--- src/rtl/assert_macros.svh ---
// Assertion macros used by the top level of the glyph indexer.
// Simulation builds get concurrent assertions; synthesis builds get empty bodies.
`ifndef ASSERT_MACROS_SVH
`define ASSERT_MACROS_SVH

`ifndef SYNTHESIS

// The property must hold at every rising clock edge outside of reset.
`define ASSERT_PROP(label, clk, rst_n, prop) \
  label: assert property (@(posedge clk) disable iff (!rst_n) prop) \
    else $error("assertion failed");

// The expression must never be true outside of reset.
`define ASSERT_NEVER(label, clk, rst_n, expr) \
  label: assert property (@(posedge clk) disable iff (!rst_n) !(expr)) \
    else $error("forbidden condition seen");

`else

`define ASSERT_PROP(label, clk, rst_n, prop)
`define ASSERT_NEVER(label, clk, rst_n, expr)

`endif

`endif

--- src/rtl/sjgi_pkg.sv ---
// Package of the Shift-JIS glyph indexer: stage types, the font gap table
// and the code mapping functions. It depends on nothing else.
`timescale 1ns / 1ps

package sjgi_pkg;

  localparam int unsigned NumGaps = 18;

  localparam logic [15:0] HighLeadBase = 16'hE000;
  localparam logic [15:0] HighLeadShift = 16'h4000;
  localparam logic [7:0] FirstLead = 8'h81;
  localparam logic [7:0] SecondRowTrail = 8'h9E;
  localparam logic [15:0] SecondRowAdd = 16'h0062;
  localparam logic [15:0] FirstRowSub = 16'h0040;
  localparam logic [15:0] EucOffset = 16'h2121 + 16'h8080;
  localparam logic [15:0] EucBase = 16'h00A1;
  localparam logic [15:0] GlyphsPerRow = 16'd94;
  localparam logic [7:0] FirstPrintable = 8'h20;
  localparam logic [7:0] KanaSub = 8'h40;
  localparam logic [15:0] FullAdvance = 16'd10;
  localparam logic [15:0] HalfAdvance = 16'd5;

  localparam logic [15:0] GapStart [NumGaps] = '{
    16'hA2AF, 16'hA2C2, 16'hA2D1, 16'hA2EB, 16'hA2FA, 16'hA3A1, 16'hA3BA, 16'hA3DB,
    16'hA3FB, 16'hA4F4, 16'hA5F7, 16'hA6B9, 16'hA6D9, 16'hA7C2, 16'hA7F2, 16'hA8C1,
    16'hCFD4, 16'hF4A5
  };

  localparam logic [15:0] GapLen [NumGaps] = '{
    16'd11, 16'd8, 16'd11, 16'd7, 16'd4, 16'd15, 16'd7, 16'd6,
    16'd4, 16'd11, 16'd8, 16'd8, 16'd38, 16'd15, 16'd13, 16'd720,
    16'd43, 16'd1030
  };

  typedef struct packed {
    logic        valid;
    logic        full_width;
    logic [7:0]  lead;
    logic [7:0]  code_byte;
    logic [15:0] pen_x;
  } stage_t;

  typedef struct packed {
    logic [15:0] index;
    logic        missing;
  } glyph_t;

  typedef struct packed {
    logic        full_width;
    logic [15:0] glyph_index;
    logic        glyph_missing;
    logic [15:0] pen_x;
  } result_t;

  function automatic logic is_lead(logic [7:0] b);
    return b inside {[8'h80:8'h9F], [8'hE0:8'hFF]};
  endfunction

  function automatic logic [15:0] half_glyph(logic [7:0] b);
    logic [7:0] r;
    if (b < FirstPrintable) begin
      r = 8'h00;
    end else if (b < 8'h80) begin
      r = b - FirstPrintable;
    end else if (b < 8'hA0) begin
      r = 8'h00;
    end else begin
      r = b - KanaSub;
    end
    return {8'h00, r};
  endfunction

  function automatic glyph_t full_glyph(logic [7:0] lead, logic [7:0] trail);
    logic [15:0] code;
    logic [15:0] n;
    logic [15:0] skipped;
    logic [15:0] acc;
    logic        miss;
    glyph_t      g;
    code = {lead, trail};
    if (code >= HighLeadBase) begin
      code = code - HighLeadShift;
    end
    code = {7'(code[15:8] - FirstLead), 1'b0, code[7:0]};
    if (code[7:0] >= 8'h80) begin
      code = code - 16'd1;
    end
    if (code[7:0] >= SecondRowTrail) begin
      code = code + SecondRowAdd;
    end else begin
      code = code - FirstRowSub;
    end
    code = code + EucOffset;
    n = 16'(({8'h00, code[15:8]} - EucBase) * GlyphsPerRow) + {8'h00, code[7:0]} - EucBase;
    miss = 1'b0;
    skipped = 16'd0;
    acc = 16'd0;
    // Gap starts are sorted, so the last gap at or below the code selects
    // the running total of all gap lengths to skip.
    for (int k = 0; k < NumGaps; k++) begin
      acc = acc + GapLen[k];
      if (code >= GapStart[k]) begin
        if (code <= GapStart[k] + GapLen[k] - 16'd1) begin
          miss = 1'b1;
        end
        skipped = acc;
      end
    end
    g.missing = miss;
    g.index = miss ? 16'd0 : n - skipped;
    return g;
  endfunction

endpackage

--- src/rtl/sjgi_decode.sv ---
// Byte decoder of the glyph indexer: holds the pending lead byte and the pen,
// and registers each glyph request for mapping. Depends on sjgi_pkg.
`timescale 1ns / 1ps

module sjgi_decode (
  input  logic                clk_i,
  input  logic                rst_ni,
  input  logic                fire_i,
  input  logic [7:0]          text_byte_i,
  input  logic                new_string_i,
  input  logic [15:0]         start_x_i,
  input  logic                take_i,
  output logic                ready_o,
  output sjgi_pkg::stage_t    stage_o
);

  logic [7:0]       pending_d, pending_q;
  logic [15:0]      pen_d, pen_q;
  logic [7:0]       lead_now;
  logic [15:0]      pen_now;
  sjgi_pkg::stage_t stage_d, stage_q;

  always_comb begin
    lead_now = new_string_i ? 8'h00 : pending_q;
    pen_now = new_string_i ? start_x_i : pen_q;
    pending_d = pending_q;
    pen_d = pen_q;
    stage_d = stage_q;
    if (take_i) begin
      stage_d.valid = 1'b0;
    end
    if (fire_i) begin
      stage_d.valid = 1'b0;
      stage_d.full_width = 1'b0;
      stage_d.lead = lead_now;
      stage_d.code_byte = text_byte_i;
      stage_d.pen_x = pen_now;
      pending_d = 8'h00;
      pen_d = pen_now;
      if (text_byte_i == 8'h00) begin
        pending_d = 8'h00;
      end else if (lead_now != 8'h00) begin
        stage_d.valid = 1'b1;
        stage_d.full_width = 1'b1;
        pen_d = pen_now + sjgi_pkg::FullAdvance;
      end else if (sjgi_pkg::is_lead(text_byte_i)) begin
        pending_d = text_byte_i;
      end else begin
        stage_d.valid = 1'b1;
        pen_d = pen_now + sjgi_pkg::HalfAdvance;
      end
    end
  end

  always_ff @(posedge clk_i or negedge rst_ni) begin
    if (!rst_ni) begin
      pending_q <= 8'h00;
      pen_q <= 16'd0;
      stage_q <= '0;
    end else begin
      pending_q <= pending_d;
      pen_q <= pen_d;
      stage_q <= stage_d;
    end
  end

  assign ready_o = !stage_q.valid || take_i;
  assign stage_o = stage_q;

endmodule

--- src/rtl/sjgi_glyph_map.sv ---
// Glyph mapper of the glyph indexer: turns a registered glyph request into a
// font index and missing flag. Depends on sjgi_pkg.
`timescale 1ns / 1ps

module sjgi_glyph_map (
  input  sjgi_pkg::stage_t  stage_i,
  output sjgi_pkg::result_t result_o
);

  sjgi_pkg::glyph_t full;

  always_comb begin
    full = sjgi_pkg::full_glyph(stage_i.lead, stage_i.code_byte);
    result_o.full_width = stage_i.full_width;
    result_o.pen_x = stage_i.pen_x;
    if (stage_i.full_width) begin
      result_o.glyph_index = full.index;
      result_o.glyph_missing = full.missing;
    end else begin
      result_o.glyph_index = sjgi_pkg::half_glyph(stage_i.code_byte);
      result_o.glyph_missing = 1'b0;
    end
  end

endmodule

--- src/rtl/shift_jis_glyph_index.sv ---
// Top level of the Shift-JIS glyph indexer: stream ports and result register.
// Depends on sjgi_pkg, sjgi_decode, sjgi_glyph_map and assert_macros.svh.
//
//   Channel  Direction  Carries
//   s_axis   in         one text byte request with new_string and start_x
//   m_axis   out        one glyph result: index, pen x, width and missing flags
//
// One byte is taken per cycle while the request register is free or can move on;
// a glyph passes through the request register and then the result register.
// Bytes that end a string or start a two-byte code give no result.
// A stalled output holds one result while a second waits in the request register.
// Reset clears the pending lead byte and puts the pen at zero.
`timescale 1ns / 1ps
`include "assert_macros.svh"

module shift_jis_glyph_index (
  input  logic        clk_i,
  input  logic        rst_ni,
  input  logic        s_axis_tvalid,
  output logic        s_axis_tready,
  input  logic [31:0] s_axis_tdata,  // text_byte[7:0], new_string[8], start_x[24:9], zero
  output logic        m_axis_tvalid,
  input  logic        m_axis_tready,
  output logic [31:0] m_axis_tdata,  // glyph_index[15:0], pen_x[31:16]
  output logic [1:0]  m_axis_tuser   // full_width[0], glyph_missing[1]
);

  sjgi_pkg::stage_t  stage;
  sjgi_pkg::result_t result;
  sjgi_pkg::result_t out_d, out_q;
  logic              out_valid_d, out_valid_q;
  logic              out_free;
  logic              in_fire;

  assign in_fire = s_axis_tvalid && s_axis_tready;
  assign out_free = !out_valid_q || m_axis_tready;

  sjgi_decode u_decode (
    .clk_i        (clk_i),
    .rst_ni       (rst_ni),
    .fire_i       (in_fire),
    .text_byte_i  (s_axis_tdata[7:0]),
    .new_string_i (s_axis_tdata[8]),
    .start_x_i    (s_axis_tdata[24:9]),
    .take_i       (out_free),
    .ready_o      (s_axis_tready),
    .stage_o      (stage)
  );

  sjgi_glyph_map u_glyph_map (
    .stage_i  (stage),
    .result_o (result)
  );

  always_comb begin
    out_valid_d = out_valid_q;
    out_d = out_q;
    if (out_free) begin
      out_valid_d = stage.valid;
      if (stage.valid) begin
        out_d = result;
      end
    end
  end

  always_ff @(posedge clk_i or negedge rst_ni) begin
    if (!rst_ni) begin
      out_valid_q <= 1'b0;
    end else begin
      out_valid_q <= out_valid_d;
    end
  end

  always_ff @(posedge clk_i) begin
    out_q <= out_d;
  end

  assign m_axis_tvalid = out_valid_q;
  assign m_axis_tdata = {out_q.pen_x, out_q.glyph_index};
  assign m_axis_tuser = {out_q.glyph_missing, out_q.full_width};

  `ASSERT_PROP(missing_has_zero_index, clk_i, rst_ni,
    (m_axis_tvalid && m_axis_tuser[1]) |-> (m_axis_tdata[15:0] == 16'd0))
  `ASSERT_NEVER(missing_half_width, clk_i, rst_ni,
    m_axis_tvalid && m_axis_tuser[1] && !m_axis_tuser[0])
  `ASSERT_PROP(stall_only_when_full, clk_i, rst_ni,
    !s_axis_tready |-> (stage.valid && out_valid_q && !m_axis_tready))
  `ASSERT_PROP(request_moves_to_output, clk_i, rst_ni,
    (stage.valid && out_free) |=> m_axis_tvalid)

endmodule

--- config.mk ---
export PLATFORM = sky130hd
export DESIGN_NAME = shift_jis_glyph_index
export DESIGN_NICKNAME = d
export VERILOG_FILES = /design/src/rtl/sjgi_pkg.sv /design/src/rtl/sjgi_decode.sv /design/src/rtl/sjgi_glyph_map.sv /design/src/rtl/shift_jis_glyph_index.sv
export VERILOG_INCLUDE_DIRS = /design/src /design/src/rtl
export SDC_FILE = /design/constraint.sdc
export NUM_CORES = 1
export LEC_CHECK = 0
export BUFFER_PORTS_ARGS = -buffer_cell sky130_fd_sc_hd__buf_2
export CORE_AREA = 2 2 99 197
export CTS_CLUSTER_SIZE = 14
export DETAILED_ROUTE_END_ITERATION = 16
export DIE_AREA = 0 0 101 199
export PLACE_DENSITY_LB_ADDON = 0.25
export RECOVER_POWER = 50
export REMOVE_ABC_BUFFERS = 1
export SLEW_MARGIN = 0
export SYNTH_ARGS = -nofsm -noshare
export SYNTH_HDL_FRONTEND = slang
export SYNTH_SLANG_ARGS = --single-unit
--- constraint.sdc ---
create_clock -name clk_i -period 11.4 [get_ports clk_i]
set_input_delay 1.14 -clock clk_i [delete_from_list [all_inputs] [get_ports clk_i]]
set_output_delay 1.14 -clock clk_i [all_outputs]
set_load 0.05 [all_outputs]
==> results_dict.tcl <==
set metrics [dict create \
    cts_tree "yes" \
    worstPathArrival_ns 10.75 \
    avgSynthCellArea_um2 8.55 \
    die_w_um 101 \
    yosysWarnings 0 \
    synth_edf_count 34 \
    portBuffers 64 \
    fin_util 0.611 \
    clock_sinks 93 \
    synth_area_mm2 0.0104 \
    r2r-end "m_axis_tdata[15]" \
    first_iter_violations 521 \
    clock_path_buffers 2 \
    yosysSeqAreaShare 0.239 \
    max_cap_violations 3 \
    tns_ns 0 \
    clkTransAtPathRegs_ns 0.07 \
    grt-ovfl-total 0 \
    drive_gt1_frac 0.139 \
    wl_met1_um 10300 \
    reg2reg_depth 40 \
    placed_area_mm2 0.0111 \
    n_antenna_cell 0 \
    ys_types 108 \
    status "finished with violations" \
    cp.required_ns 11.47 \
    slowest_stage "or4_4" \
    cts_buffers 9 \
    tightest_slew_ns 3.20 \
    fin_area_mm2 0.0114 \
    min_path_cells 0 \
    slew-limit-headroom -1.13 \
    clk_latency_ns 0.34 \
    min_to "m_axis_tdata[19]" \
    hold_class "reg -> reg" \
    routed.top_layer "met4" \
    fin_cells 1513 \
    netlist_instances 1221 \
    antenna_found_initial 0 \
    drv_slew 95 \
    critPathKind "reg -> reg" \
    groute.usage.overall 0.317 \
    grt_pass1_wl_um 49500 \
    max_freq_mhz 93.7 \
    rsz0062_at_grt "no" \
    area_growth_pct 9.29 \
    nNetsFinal 1429 \
    synthFlopType "dfrtp_1" \
    met2_length_um 16600 \
    coreArea_mm2 0.0187 \
    reg2reg_from "u_decode.stage_o[19]" \
    crit_fanout 14 \
    fin_crit_ns 10.67 \
    yosysTopAreaCellShare 0.142 \
    grt_max_degree 94 \
    dp.cells 1497 \
    worstHoldStart "u_decode.stage_o[3]" \
    totalWireLength_um 31000 \
    violations "max-capacitance violations, max-slew violations" \
    endpoint_kind "flop" \
    clockRootBuffer "clkbuf_16" \
    r2r_setup_slack_ns 0.73 \
    cp-start-kind "flop" \
    yosysMostFrequentCell "nand2_1" \
    ys_seq_elements 93 \
    grt_pass1_vias 9766 \
    fp.dieH_um 199 \
    synthArstFlopShare 0.634 \
    yosysTopAreaCell "dfrtp_1" \
    rows 71 \
    critPathMaxStageDelay_ns 0.70 \
    viasPerCell 6.31 \
    drc_errors 0 \
    dieArea_mm2 0.0201 \
    setup_violations 0 \
    io_pins 72 \
    start_util 0.559 \
    h-tree-depth 3 \
    met3_wirelength_um 1430 \
    hold_viol 0 \
    hpwl_um 24600 \
    post_cts_buffers 0 \
    ys_top_cells_by_area "dfrtp_1, edfxtp_1, ha_1" \
    gp_congestion 1.06 \
    synthTopCellsByCount "nand2_1, inv_1, o21ai_0, ha_1, a21oi_1" \
    dr.pass1.iters 5 \
    skew_ns 0.0103 \
    wl_per_cell_um 20.5 \
    ant_nets 0 \
    finalCritPeriodShare 0.936 \
    via_count 9550 \
]
## metrics by stage
stage               setup WS (ns)  hold slack [ns]
floorplan                   0.846            0.419
global placement            0.826            0.427
detailed placement          0.647            0.431
CTS                         0.578            0.451
global route               0.0330            0.463
finish                      0.725            0.451
## critical path, delay by kind of cell, from the launching register on
kind	cells	cell delay, ns
adder cells (fa/ha/maj)	9	3.45
AO/OA/AOI/OAI	13	2.58
AND/OR/NAND/NOR	5	1.62
XOR/XNOR	5	1.10
buffers and inverters	8	1.06
flip-flops	1	0.55
## sequential cells by signal, indices dropped and copies added (netlist names)
register,flops
u_decode.pending_q,8
m_axis_tuser,2
m_axis_tdata,32
m_axis_tvalid,1
u_decode.pen_q,16
u_decode.stage_o,34
## per-layer routing
layer  global-route usage  up-vias
li1                     -     4589
met1                0.303     4521
met2                0.595      312
met3               0.0443      128
met4                0.234        0
met5                    0        -
## worst max path at each step
stage	startpoint	end	slack [ns]	cells past startpoint
6_report	u_decode.stage_o[19]	m_axis_tdata[15]	0.73	40
5_1_grt	u_decode.stage_o[22]	m_axis_tdata[15]	0.03	42
4_1_cts	u_decode.stage_o[19]	m_axis_tdata[15]	0.58	41
3_5_place_dp	u_decode.stage_o[19]	m_axis_tdata[15]	0.65	41
3_3_place_gp	u_decode.stage_o[19]	m_axis_tdata[15]	0.83	41
2_1_floorplan	u_decode.stage_o[23]	m_axis_tdata[15]	0.85	41
## layout make-up
| class | instances | area (um2) |
|---|---|---|
| clock inverters | 5 | 85.1 |
| repair buffers | 109 | 617 |
| fillers | 1649 | 7250 |
| multi-input cells | 970 | 7290 |
| well taps | 219 | 274 |
| inverters | 106 | 398 |
| clock buffers | 11 | 243 |
| flip-flops and latches | 93 | 2500 |
## what timing repair did
action                     4_1_cts  5_1_grt
hold buffers                     0        0
hold endpoints to repair         0        0
setup endpoints to repair        0        3
resized for setup                0        1
## cell families after synthesis
group	count (synthesis)	share of synthesized area
buffers and inverters	158	0.0630
AND/OR/NAND/NOR	381	0.196
adder cells (fa/ha/maj)	104	0.144
multiplexers	40	0.0422
flip-flops	93	0.239
XOR/XNOR	86	0.0769
AO/OA/AOI/OAI	359	0.239
## cells in the final DEF, fill, tap and decap left out, types with 7 or more instances in the layout
master     netlist  routed
a22oi_1          8       8
nor3_1          29      29
a21oi_1         73      73
inv_1          103     103
nor4_1          11      11
buf_2           12      34
and3_1          15      15
buf_4            1      44
nand2_1        115     114
nor2_1          67      67
edfxtp_1        34      34
a31oi_1         11      11
or3_1            7       7
clkbuf_16        0       9
mux2i_1         17      17
a21o_1          16      16
o31ai_1         11      11
o22ai_1          9       9
clkbuf_1        30      32
o21ai_0         86      86
and2_1          15      14
a22o_1           8       8
nand4_1         13      13
mux2_2          21      21
nand3_1         32      32
dfrtp_1         59      59
fa_1            27      27
a211oi_1        12      12
xnor2_1         55      54
nor3_2           9       9
ha_1            77      77
o21bai_1        16      16
nand3b_1         7       7
o211ai_1        10      10
xor2_1          26      26
nand2b_1        12      12
Power is left out: the tool's default activity adds up to more than one toggle a clock period on the data nets, which glitch-free logic cannot reach.
